`src/sv/ft3d_pkg.sv`:
```
`timescale 1ns / 1ps
`default_nettype none
// ----------------------------------------------------------------------------
// ft3d_pkg: shared types, constants and helpers
// Widths, point and control structs, register codes and saturation.
// ----------------------------------------------------------------------------
package ft3d_pkg;

  localparam int COORD_W   = 32;                // internal coordinate width
  localparam int REG_W     = 32;                // port fields and registers
  localparam int IDX_W     = 3;                 // configuration index width
  localparam int HALF_W    = 16;                // packed sine/cosine half
  localparam int COEF_W    = HALF_W + 1;        // holds a negated -2.0
  localparam int FRAC_BITS = 14;                // Q1.14 coefficients
  localparam int PROD_W    = COORD_W + COEF_W;
  localparam int SAT_W     = COORD_W + 18;      // sum of two products, exact

  localparam logic signed [SAT_W-1:0] ROUND_HALF = SAT_W'(1) <<< (FRAC_BITS - 1);

  typedef logic signed [COORD_W-1:0] coord_t;
  typedef logic signed [REG_W-1:0]   word_t;
  typedef logic signed [COEF_W-1:0]  coef_t;
  typedef logic signed [PROD_W-1:0]  prod_t;
  typedef logic signed [SAT_W-1:0]   wide_t;

  typedef struct packed {
    coord_t x;
    coord_t y;
    coord_t z;
  } point_t;

  typedef struct packed {
    word_t x;
    word_t y;
    word_t z;
  } port_pt_t;

  typedef enum logic [1:0] {
    AXIS_X,
    AXIS_Y,
    AXIS_Z
  } axis_t;

  typedef enum logic [1:0] {
    OFS_PASS,
    OFS_SUB,
    OFS_ADD
  } ofs_op_t;

  typedef enum logic [IDX_W-1:0] {
    REG_DIRECTION,
    REG_ORIGIN_X,
    REG_ORIGIN_Y,
    REG_ORIGIN_Z,
    REG_ALPHA,
    REG_BETA,
    REG_GAMMA
  } reg_idx_t;

  typedef enum logic {
    DIR_TO_LOCAL,
    DIR_FROM_LOCAL
  } dir_t;

  typedef struct packed {
    dir_t             direction;
    port_pt_t         origin;
    logic [REG_W-1:0] alpha;
    logic [REG_W-1:0] beta;
    logic [REG_W-1:0] gamma;
  } cfg_t;

  typedef struct packed {
    axis_t axis;
    coef_t s;
    coef_t c;
  } rot_ctl_t;

  // clamp a signed value to the range of a w-bit signed number
  function automatic wide_t sat_to(input wide_t v, input int w);
    wide_t mx;
    wide_t mn;
    mx = (SAT_W'(1) <<< (w - 1)) - SAT_W'(1);
    mn = ~mx;
    if (v > mx) return mx;
    if (v < mn) return mn;
    return v;
  endfunction

  // Q1.14 half to coefficient, optionally negated (exact in COEF_W bits)
  function automatic coef_t coef_of(input logic [HALF_W-1:0] h, input logic neg);
    coef_t k;
    k = COEF_W'($signed(h));
    return neg ? -k : k;
  endfunction

endpackage : ft3d_pkg
`default_nettype wire

```
`src/sv/ft3d_cfg_if.sv`:
```
`timescale 1ns / 1ps
`default_nettype none
// ----------------------------------------------------------------------------
// ft3d_cfg_if: configuration write channel
// Valid/ready channel carrying a register index and write data.
// ----------------------------------------------------------------------------
interface ft3d_cfg_if import ft3d_pkg::*; ();
  logic             valid;
  logic             ready;
  logic [IDX_W-1:0] index;
  logic [REG_W-1:0] data;

  modport source (output valid, output index, output data, input ready);
  modport sink   (input valid, input index, input data, output ready);
endinterface : ft3d_cfg_if
`default_nettype wire

```
`src/sv/ft3d_cfg_regs.sv`:
```
`timescale 1ns / 1ps
`default_nettype none
// ----------------------------------------------------------------------------
// ft3d_cfg_regs: configuration register file
// Direction, origin and packed sine/cosine registers; unknown indexes ignored.
// ----------------------------------------------------------------------------
module ft3d_cfg_regs import ft3d_pkg::*; (
  input  wire        clk,
  input  wire        rst_n,
  ft3d_cfg_if.sink   cfg_ch,
  output cfg_t       cfg
);

  cfg_t cfg_r;
  cfg_t cfg_nxt;

  assign cfg_ch.ready = 1'b1;
  assign cfg = cfg_r;

  always_comb begin
    cfg_nxt = cfg_r;
    if (cfg_ch.valid) begin
      unique case (cfg_ch.index)
        REG_DIRECTION: cfg_nxt.direction = dir_t'(cfg_ch.data[0]);
        REG_ORIGIN_X:  cfg_nxt.origin.x  = $signed(cfg_ch.data);
        REG_ORIGIN_Y:  cfg_nxt.origin.y  = $signed(cfg_ch.data);
        REG_ORIGIN_Z:  cfg_nxt.origin.z  = $signed(cfg_ch.data);
        REG_ALPHA:     cfg_nxt.alpha     = cfg_ch.data;
        REG_BETA:      cfg_nxt.beta      = cfg_ch.data;
        REG_GAMMA:     cfg_nxt.gamma     = cfg_ch.data;
        default:       cfg_nxt = cfg_r;
      endcase
    end
  end

  always_ff @(posedge clk) begin
    if (!rst_n) begin
      cfg_r.direction <= DIR_TO_LOCAL;
      cfg_r.origin    <= '0;
      // identity rotation: sine 0, cosine 1.0
      cfg_r.alpha     <= REG_W'(1) << FRAC_BITS;
      cfg_r.beta      <= REG_W'(1) << FRAC_BITS;
      cfg_r.gamma     <= REG_W'(1) << FRAC_BITS;
    end else begin
      cfg_r <= cfg_nxt;
    end
  end

endmodule : ft3d_cfg_regs
`default_nettype wire

```
`src/flat_wrapper.sv`:
```
// flat-port wrapper written by rule: the top's interface ports become plain ports
module ft3d_cfg_regs_flat import ft3d_pkg::*;
  (clk, rst_n, cfg, cfg_ch_valid, cfg_ch_index, cfg_ch_data, cfg_ch_ready);
  ft3d_cfg_if cfg_ch_i ();
  input  wire clk;
  input  wire rst_n;
  output cfg_t cfg;
  input wire logic [$bits(cfg_ch_i.valid)-1:0] cfg_ch_valid;
  input wire logic [$bits(cfg_ch_i.index)-1:0] cfg_ch_index;
  input wire logic [$bits(cfg_ch_i.data)-1:0] cfg_ch_data;
  output wire logic [$bits(cfg_ch_i.ready)-1:0] cfg_ch_ready;
  assign cfg_ch_i.valid = cfg_ch_valid;
  assign cfg_ch_i.index = cfg_ch_index;
  assign cfg_ch_i.data = cfg_ch_data;
  assign cfg_ch_ready = cfg_ch_i.ready;
  ft3d_cfg_regs u_core (.clk(clk), .rst_n(rst_n), .cfg_ch(cfg_ch_i), .cfg(cfg));
endmodule
```
`config.mk`:
```
export PLATFORM = sky130hd
export DESIGN_NAME = ft3d_cfg_regs_flat
export DESIGN_NICKNAME = d
export VERILOG_FILES = /design/src/sv/ft3d_pkg.sv /design/src/sv/ft3d_cfg_if.sv /design/src/sv/ft3d_cfg_regs.sv /design/src/flat_wrapper.sv
export SDC_FILE = /design/constraint.sdc
export NUM_CORES = 1
export LEC_CHECK = 0
export BUFFER_PORTS_ARGS = -buffer_cell sky130_fd_sc_hd__buf_2
export CAP_MARGIN = 40
export CORE_UTILIZATION = 30
export CTS_BUF_LIST = sky130_fd_sc_hd__clkbuf_8
export CTS_CLUSTER_DIAMETER = 100
export DETAILED_ROUTE_END_ITERATION = 8
export GPL_TIMING_DRIVEN = 1
export PLACE_DENSITY = 0.62
export SYNTH_ARGS = -nofsm -noshare
export SYNTH_HDL_FRONTEND = slang
export SYNTH_SLANG_ARGS = --single-unit
```
`constraint.sdc`:
```
create_clock -name clk -period 3.2 [get_ports clk]
set_input_delay 0.48 -clock clk [delete_from_list [all_inputs] [get_ports clk]]
set_output_delay 0.48 -clock clk [all_outputs]
set_load 0.01 [all_outputs]
```
# Yosys cells after proc, flatten, opt, wreduce, memory -nomap -nowiden
# Index checks and enable logic that the tools add are counted.
# word_totals
regBits,193
out_inout_bits,194
word_cells,21
# op_classes
n_eq_ne,6
n_reduce_logical,8
# op_table
cell,n
AND reduction 2 bit,7
"equality test 3 bit, second input constant",3
"equality test 3 x 2 -> 1 bit, second input constant",2
"equality test 3 x 1 -> 1 bit, second input constant",1
zero test 3 bit,1

# Depth between registers and ports, before layout
# Gate-level depths: netlist (run 1).
# logic_depth
ltp_word,2
depth_mapped,5
ltp_nobuf,2

# Worst setup path before layout (run 1)
# No wires, ideal clock.
# synth_timing
kind,input port to flip-flop
start,in cfg_ch_index[0]
end,reg u_core.cfg_r (netlist bit u_core.cfg[65])
arrival_ps,1317
t_required_ps,3128
setup_slack_ps,1811
cell_stages,5
path_buffers,3
path_cell_list,buf_4 and4bb_1 buf_6 buf_12 mux2i_1
# synth_via
elab_chain_len,2
# synth_lines
element,line,text
start: declaration,flat_wrapper.sv:9,input wire logic [$bits(cfg_ch_i.index)-1:0] cfg_ch_index;
equality test 3 bit,ft3d_cfg_regs.sv:23,unique case (cfg_ch.index)
AND reduction 2 bit (no line),--,
end signal: assignment,ft3d_cfg_regs.sv:45,cfg_r <= cfg_nxt;
end: declaration,ft3d_cfg_regs.sv:14,cfg_t cfg_r;
# Every way passes these cells.
# A chain may end at the register's enable or synchronous reset.

# Final worst setup path (run 1)
# layout_timing
start,in cfg_ch_valid
end,reg u_core.cfg_r (netlist bit u_core.cfg[146])
# layout_via
elab_chain_len,1
# layout_lines
element,line,text
start: declaration,flat_wrapper.sv:8,input wire logic [$bits(cfg_ch_i.valid)-1:0] cfg_ch_valid;
AND reduction 2 bit (no line),--,
# Every way passes these cells.

==> results of run 1 <==
## worst reg2reg max path, stage by stage (launching register included)
cell     delay (ns)
dfxtp_1        0.34
nor2b_1        0.12
mux2i_1        0.08
## area by class of cell
cell class,count,area (um^2)
multi-input combinational,428,2952
clock buffer,19,261.5
timing repair buffer,242,1272
sequential,193,3864
fill,2338,14590
clock inverter,13,130.1
tap,319,399.1
## metal layers
layer | vias up | global-route usage, % | wire length [um] | share of wire (%)
met5 | - | 0 | 0 | 0
met3 | 9 | 4.763 | 1051 | 5.7
met1 | 2472 | 20.25 | 8882 | 48
met2 | 140 | 23.47 | 8430 | 45
li1 | 2632 | - | - | -
met4 | 0 | 4.248 | 189 | 1.0
## kinds of logic after synthesis
logic type | count (synthesis) | share of synthesized area [%]
simple gates | 234 | 13.72
mux | 193 | 26.96
flops | 193 | 53.91
buf+inv | 51 | 5.360
other cells | 1 | 0.05232
## power groups by stage
stage          registers (mW)  logic, mW  clock network, mW
2_1_floorplan            2.56      0.184                  0
3_3_place_gp             2.53      0.334                  0
3_5_place_dp             2.53      0.335                  0
4_1_cts                  2.48      0.336               1.66
5_1_grt                  2.49      0.358               1.76
6_report                 2.48      0.329               1.60
## path summary, 6_finish.rpt
path                    from              end  slack [ns]  cells after the start
max reg2reg   u_core.cfg[78]   u_core.cfg[78]        2.56                      2
min          cfg_ch_data[14]   u_core.cfg[14]        0.34                      3
max             cfg_ch_valid  u_core.cfg[146]        1.54                      4
min reg2reg   u_core.cfg[82]   u_core.cfg[82]        0.46                      2
## synth_stat cells (all sizes together)
| library cell | instances | share of area (%) |
|---|---|---|
| buf | 34 | 4.5 |
| nand2 | 222 | 12 |
| conb | 1 | 0.052 |
| nor2b | 4 | 0.35 |
| dfxtp | 193 | 54 |
| clkbuf | 17 | 0.89 |
| nor4b | 1 | 0.12 |
| and4bb | 1 | 0.17 |
| mux2i | 193 | 27 |
| nand4b | 3 | 1.0 |
| nand4bb | 2 | 0.31 |
| and4b | 1 | 0.14 |
## stage by stage
stage | hold slack [ns] | total power, mW | instances | setup slack, ns | utilization (%)
after CTS | 0.2920 | 4.475 | 1214 | 1.533 | 37.83
after global placement | 0.4388 | 2.867 | 1182 | 1.067 | 36.16
after detailed placement | 0.4443 | 2.869 | 1182 | 1.033 | 36.16
after floorplan | 0.4790 | 2.743 | 672 | 1.811 | -
final | 0.3369 | 4.405 | 1214 | 1.535 | 37.83
after global routing | 0.3119 | 4.604 | 1214 | 1.497 | 37.83
==> flow_metrics.py, run 1 <==
metrics = {
    "clock_network": {
        "postCtsSetupRepairBufs": 0,
        "cts.sinks": 193,
        "cts.clk_slew.worst_paths_ns": 0.10,
        "insertion_delay_ns": 0.45,
        "clockBufferDepth": 2,
        "root_buffer": "clkbuf_8",
        "cts_resized": 0,
        "hold_buffers": 0,
        "tritoncts": "yes",
        "cts_made_buffers": 17,
        "ctsHtreeMaxLevel": 4,
    },
    "power_and_ir_drop": {
        "power_switching_mw": 1.153,
        "p_comb_share_pct": 7.5,
        "p_clk_share_pct": 36.3,
        "seq_power_share_pct": 56.3,
        "peakVddDrop_uv": 210.7,
        "sw_frac_of_total_pct": 26.17,
        "p_int_mw": 3.252,
        "power_density_nw_per_um2": 496.1,
        "leakagePower_nw": 4.772,
    },
    "floorplanning": {
        "die_area_um2": 24510,
        "num_rows": 56,
        "fp.coreArea_um2": 23470,
        "initial_core_util_pct": 30.53,
        "die_h_um": 156.6,
        "die_w_um": 156.6,
        "pin_count": 232,
    },
    "yosys": {
        "synth_warnings": 0,
        "syn_area_um2": 7167,
        "synthesis.nets": 710,
        "ys_types": 16,
        "postSynthCellCount": 672,
        "ys_ff_latch": 193,
        "synth_seq_area_share_pct": 53.91,
        "avgSynthCellArea_um2": 10.66,
    },
    "timing": {
        "hold_viol": 0,
        "finClkSkew_ns": 0,
        "finalMaxSlewViolations": 0,
        "max_slew.worst_pin.slew_ns": 0.7615,
        "finalCriticalPeriod_ns": 1.665,
        "rsz0062_at_grt": "false",
        "slew_headroom_pct": 49.16,
        "max_freq_mhz": 600.7,
        "setup_violations": 0,
        "fin_crit_sh_pct": 52.02,
        "tns_ns": 0,
    },
    "routing": {
        "antenna_left": 0,
        "wl_per_cell_um": 15.28,
        "viasPerCell": 4.327,
        "drt-total-wl_um": 18550,
        "vias": 5253,
        "drt_iter0_drc": 286,
        "dr.pass1.iters": 5,
        "drc": 0,
    },
    "global_routing": {
        "grt_pass1_wl_um": 28030,
        "antenna_found_initial": 0,
        "track_usage_pct": 15.19,
        "grt_pass1_vias": 4852,
        "grt_max_degree": 70,
        "overflow": 0,
    },
    "setup_path": {
        "crit_path_end_kind": "flip-flop",
        "worst-setup-path-type": "input pin to flip-flop",
        "critPathMaxFanout": 24,
        "cp_slowest_stage_delay_ns": 0.63,
        "crit_required_ns": 3.52,
        "startpoint_type": "input pin",
        "crit_buf_inv": 2,
        "arrival_ns": 1.99,
        "crit_family": "buffers and inverters",
        "critical-path-slowest-cell": "nand4bb_4",
        "crit_chain": "buf_2, nand4bb_4, buf_4, mux2i_1",
    },
    "layout": {
        "final_nets": 920,
        "largest_register_ffs": 193,
        "fin_area_um2": 8879,
        "layout_commonest_cell": "buf_2",
        "most-common-layout-cells": "buf_2 (229), nand2_1 (222), mux2i_1 (193), dfxtp_1 (193), clkbuf_8 (19)",
        "area_growth_pct": 23.88,
        "drive_gt1_share_pct": 31.17,
        "insertedDiodeCount": 0,
    },
    "status": {
        "status": "completed",
    },
    "run": {
        "max-cap-violations": 0,
    },
    "placement": {
        "port_buffers": 230,
        "postPlaceCellArea_um2": 8487,
        "hpwl_um": 12460,
        "place.gp.congestion": 0.7439,
    },
    "worst_hold_path": {
        "min_path_type": "input pin to flip-flop",
    },
}
Note: power is estimated with default switching activity, not from simulation.
==> run 2: changes to the inputs <==
Clock period 3.2 ns to 1.7 ns, I/O delays scaled along.
==> run 2 against run 1 <==
  * Sequential share of layout area is 1.2 points lower
  * Worst hold slack worse by 0.21 ns
  * Register-to-register slack got worse by 1.5 ns
  * Critical path depth shrank 3
  * Core utilization rose by 1.1 points
  * Final area up 2.9%
  * Via count up 1.8%
  * Sequential power grew 88%
  * Flip-flop and latch count is the same
  * Worst setup slack lost 1.1 ns
  * Largest cell class unchanged
  * Largest power group unchanged
==> flow_metrics.py, run 2 (synthesis gave the netlist of run 1 again) <==
metrics = {
    "layout": {
        "utilization_pct": 38.92,
        "fin_area_um2": 9135,
        "multi_input_area_um2": 2952,
        "regArea_um2": 3864,
        "fin_cells": 1230,
        "most-common-layout-cells": "buf_2 (229), nand2_1 (222), mux2i_1 (193), dfxtp_1 (193), clkbuf_8 (18)",
        "area_growth_pct": 27.46,
        "n_fill_cell": 2350,
        "drive_gt1_share_pct": 32.23,
        "largest_register_ffs": 193,
        "final_nets": 934,
        "layout_commonest_cell": "buf_2",
    },
    "floorplanning": {
        "die_h_um": 156.6,
        "pin_count": 232,
        "fp.coreArea_um2": 23470,
        "num_rows": 56,
        "die_w_um": 156.6,
        "initial_core_util_pct": 30.53,
        "die_area_um2": 24510,
    },
    "clock_network": {
        "hold_buffers": 0,
        "clockBufferDepth": 2,
        "cts_resized": 0,
        "cts.clk_slew.worst_paths_ns": 0.11,
        "postCtsSetupRepairBufs": 0,
        "ctsHtreeMaxLevel": 4,
        "insertion_delay_ns": 0.46,
        "cts_made_buffers": 17,
        "root_buffer": "clkbuf_8",
        "tritoncts": "yes",
        "cts.sinks": 193,
    },
    "routing": {
        "dr.pass1.iters": 4,
        "highest_layer": "met4",
        "dr_wl_met2_um": 8969,
        "wl_per_cell_um": 15.78,
        "wl_met1_um": 9004,
        "vias": 5350,
        "viasPerCell": 4.350,
        "wl_met3_um": 1119,
        "antenna_left": 0,
        "drt_iter0_drc": 186,
        "drc": 0,
        "drt-total-wl_um": 19410,
    },
    "setup_path": {
        "crit_path_end_kind": "output pin",
        "r2r_start": "u_core.cfg[11]",
        "critical-path-slowest-cell": "dfxtp_1",
        "cp_slowest_stage_delay_ns": 0.37,
        "arrival_ns": 0.99,
        "startpoint_type": "flip-flop",
        "critPathMaxFanout": 2,
        "crit_chain": "buf_2",
        "crit_buf_inv": 1,
        "crit_required_ns": 1.44,
        "crit_family": "flip-flops",
        "critPathLaunch": "u_core.cfg[124]",
        "worst-setup-path-type": "flip-flop to output pin",
    },
    "run": {
        "max-cap-violations": 0,
    },
    "timing": {
        "tns_ns": 0,
        "hold_viol": 0,
        "max_freq_mhz": 806.4,
        "finalMaxSlewViolations": 0,
        "finalCriticalPeriod_ns": 1.240,
        "holdWs_ns": 0.1271,
        "rsz0062_at_grt": "false",
        "fin_crit_sh_pct": 72.95,
        "finClkSkew_ns": 0,
        "layout_setup_ws_ns": 0.4599,
        "setup_violations": 0,
    },
    "global_routing": {
        "antenna_found_initial": 1,
        "overflow": 0,
        "grt_max_degree": 47,
        "track_usage_pct": 15.99,
        "grt_pass1_vias": 5173,
        "grt_pass1_wl_um": 29490,
    },
    "placement": {
        "port_buffers": 230,
        "place.gp.congestion": 0.7332,
        "place_ws_ns": 0.1614,
        "postPlaceCellArea_um2": 8730,
        "dp_cells": 1196,
        "hpwl_um": 13480,
    },
    "power_and_ir_drop": {
        "p_comb_share_pct": 7.9,
        "peakVddDrop_uv": 507.8,
        "leakagePower_nw": 4.906,
        "power_mw": 8.424,
        "power_switching_mw": 2.174,
        "power_density_nw_per_um2": 922.2,
        "sw_frac_of_total_pct": 25.81,
        "p_clk_share_pct": 36.7,
        "seq_power_share_pct": 55.4,
        "p_int_mw": 6.250,
    },
    "worst_hold_path": {
        "hp-start": "cfg_ch_data[14]",
        "min_path_type": "input pin to flip-flop",
    },
    "status": {
        "status": "completed",
    },
}
[run 2: per-layer routing]
layer / vias up / GRT usage (%)
li1: 2665 / -
met1: 2516 / 20.08
met2: 151 / 25.74
met3: 18 / 4.819
met4: 0 / 5.882
met5: - / 0
[run 2: area by class of cell]
class	instances	share of cell area [%]
antenna	2	0.05479
clock buffer	18	2.712
clock inverter	14	1.671
multi-input combinational	428	32.31
sequential	193	42.30
tap	319	4.369
timing repair buffer	256	16.59
[run 2: power groups by stage]
stage,logic (mW),clock network [mW],registers (mW)
floorplan,0.346,0,4.82
global placement,0.675,0,4.77
finish,0.668,3.09,4.67
CTS,0.681,3.21,4.67
detailed placement,0.679,0,4.77
global route,0.726,3.39,4.68
[run 2: path summary, 6_finish.rpt]
path	endpoint	slack, ns	depth (start not counted)
min	u_core.cfg[14]	0.13	3
max reg2reg	u_core.cfg[11]	1.07	2
max	cfg[124]	0.46	1
min reg2reg	u_core.cfg[43]	0.46	2
==> run 3: changes to the inputs <==
Settings changed: ABC_AREA set to 1, PLACE_DENSITY 0.62 to 0.61.
Clock period 1.7 ns to 1.3 ns, I/O delays scaled along.
==> run 3 against run 2 <==
  * Die area rose by 5.5%
  * Sequential power rose by 33%
  * Combinational power rose by 130%
  * Count of clock-buffer cells in the layout did not move
  * Flip-flop and latch count did not move
  * Total power rose by 48%
  * Non-clock buffer count rose by 16
  * Highest routed layer unchanged
==> flow_metrics.py, run 3 <==
metrics = {
    "status": {
        "status": "completed",
    },
    "timing": {
        "rsz0062_at_grt": "false",
        "setup_violations": 0,
        "max_freq_mhz": 839.4,
        "finalMaxSlewViolations": 0,
        "tns_ns": 0,
        "finClkSkew_ns": 0,
        "hold_viol": 0,
        "fin_crit_sh_pct": 91.64,
        "finalCriticalPeriod_ns": 1.191,
    },
    "global_routing": {
        "grt_pass1_vias": 7082,
        "antenna_found_initial": 0,
        "track_usage_pct": 19.60,
        "grt_pass1_wl_um": 39160,
        "overflow": 0,
        "grt_max_degree": 50,
    },
    "yosys": {
        "synth_top_cells_by_area": "dfxtp_1 (51%), nor2_1 (19%), nand3_1 (13%)",
        "yosys.area.top_type": "dfxtp_1",
        "synth_warnings": 0,
        "postSynthCellCount": 1095,
        "synth_top_area_share_pct": 51.04,
        "synth_commonest_cells": "nor2_1 (386), nand2_1 (199), dfxtp_1 (193), nand3_1 (193), buf_2 (47)",
        "ys_ff_latch": 193,
        "synth_seq_area_share_pct": 51.04,
        "avgSynthCellArea_um2": 6.913,
        "synth_edf_count": 0,
        "syn_area_um2": 7570,
        "synth_flop_cell": "dfxtp_1",
        "ys_types": 14,
        "yosysMostFrequentCell": "nor2_1",
        "synth-async-reset-ratio_pct": 0,
        "synthesis.nets": 1133,
    },
    "layout": {
        "fin_cells": 1645,
        "area_growth_pct": 30.96,
        "drive_gt1_share_pct": 24.00,
        "largest_register_ffs": 193,
        "fin_area_um2": 9913,
        "most-common-layout-cells": "nor2_1 (379), buf_2 (229), nand2_1 (199)",
        "layout_commonest_cell": "nor2_1",
        "final_nets": 1346,
        "insertedDiodeCount": 0,
        "utilization_pct": 40.41,
    },
    "floorplanning": {
        "die_h_um": 160.8,
        "num_rows": 57,
        "fp.coreArea_um2": 24530,
        "die_w_um": 160.8,
        "initial_core_util_pct": 30.85,
        "pin_count": 232,
        "die_area_um2": 25870,
    },
    "placement": {
        "postPlaceCellArea_um2": 9440,
        "dp_cells": 1613,
        "place.gp.congestion": 0.7758,
        "port_buffers": 230,
        "hpwl_um": 17510,
    },
    "power_and_ir_drop": {
        "peakVddDrop_uv": 605.8,
        "leakagePower_nw": 4.815,
        "power_density_nw_per_um2": 1254,
        "power_mw": 12.43,
    },
    "clock_network": {
        "postCtsSetupRepairBufs": 0,
        "clockBufferDepth": 2,
        "hold_buffers": 0,
        "cts_made_buffers": 17,
        "insertion_delay_ns": 0.46,
        "cts_resized": 0,
        "root_buffer": "clkbuf_8",
        "tritoncts": "yes",
        "cts.sinks": 193,
        "ctsHtreeMaxLevel": 4,
        "cts.clk_slew.worst_paths_ns": 0.10,
    },
    "routing": {
        "dr.pass1.iters": 5,
        "wl_per_cell_um": 15.37,
        "vias": 7544,
        "drt_iter0_drc": 463,
        "drt-total-wl_um": 25290,
        "viasPerCell": 4.586,
        "drc": 0,
        "antenna_left": 0,
    },
    "worst_hold_path": {
        "hold-path-cell-count": 3,
        "min_path_type": "input pin to flip-flop",
    },
    "setup_path": {
        "critical-path-slowest-cell": "dfxtp_1",
        "crit_required_ns": 1.11,
        "crit_path_end_kind": "output pin",
        "cp_slowest_stage_delay_ns": 0.39,
        "cp.depth": 1,
        "ff2ff_path_depth": 2,
        "arrival_ns": 1.00,
        "crit_family": "flip-flops",
        "critPathMaxFanout": 2,
        "worst-setup-path-type": "flip-flop to output pin",
        "crit_chain": "buf_2",
        "crit_buf_inv": 1,
        "startpoint_type": "flip-flop",
    },
    "run": {
        "max-cap-violations": 0,
    },
}
run 3: cell count changes in the layout (fill, tap and decap cells not counted), sizes merged, moves of 4 or more:
cell	delta
nand3	+193
nand2	-23
nor2b	-4
buf	+16
mux2i	-193
inv	+37
nor2	+389
run 3: metal layers:
layer  vias to the layer above  wire length [um]  global-route usage [%]
li1                       3819                 -                       -
met1                      3472             11240                   24.51
met5                         -                 0                       0
met4                         0               240                   4.631
met3                        16              1636                   4.571
met2                       237             12170                   33.88
run 3: logic make-up (layout without fill, tap and decap cells):
kind of cell / after synthesis / count (layout) / synth area share (%)
AND/OR/NAND/NOR: 781 / 781 / 42.02
flip-flops: 193 / 193 / 51.04
buffers and inverters: 116 / 342 / 6.628
AO/OA/AOI/OAI: 4 / 4 / 0.2643
other: 1 / 1 / 0.04954
run 3: final cells by class:
class | count | area, um^2
flip-flops and latches | 193 | 3864
inverters | 38 | 143.9
clock buffers | 18 | 247.7
well taps | 324 | 405.4
multi-input cells | 786 | 3272
repair buffers | 272 | 1755
clock inverters | 14 | 225.2
fillers | 2625 | 14620
run 3: final timing paths:
kind / from / endpoint / slack [ns]
max: u_core.cfg[76] / cfg[76] / 0.11
min: cfg_ch_data[14] / u_core.cfg[46] / 0.06
max reg2reg: u_core.cfg[124] / u_core.cfg[124] / 0.69
min reg2reg: u_core.cfg[156] / u_core.cfg[156] / 0.49
run 3: power by group:
part | internal [mW] | leakage [nW] | switching, mW
clock network | 2.38 | 0.233 | 2.28
registers | 6.12 | 1.57 | 0.112
logic | 0.569 | 3.01 | 0.977
total | 9.07 | 4.82 | 3.37
run 3: per-stage QoR:
step | hold WS, ns | setup slack [ns]
after floorplan | 0.3212 | 0.2639
after global placement | 0.4584 | -0.2001
after detailed placement | 0.4672 | -0.07268
after CTS | 0.01534 | 0.08285
after global routing | 0.02453 | 0.03829
final | 0.06490 | 0.1087
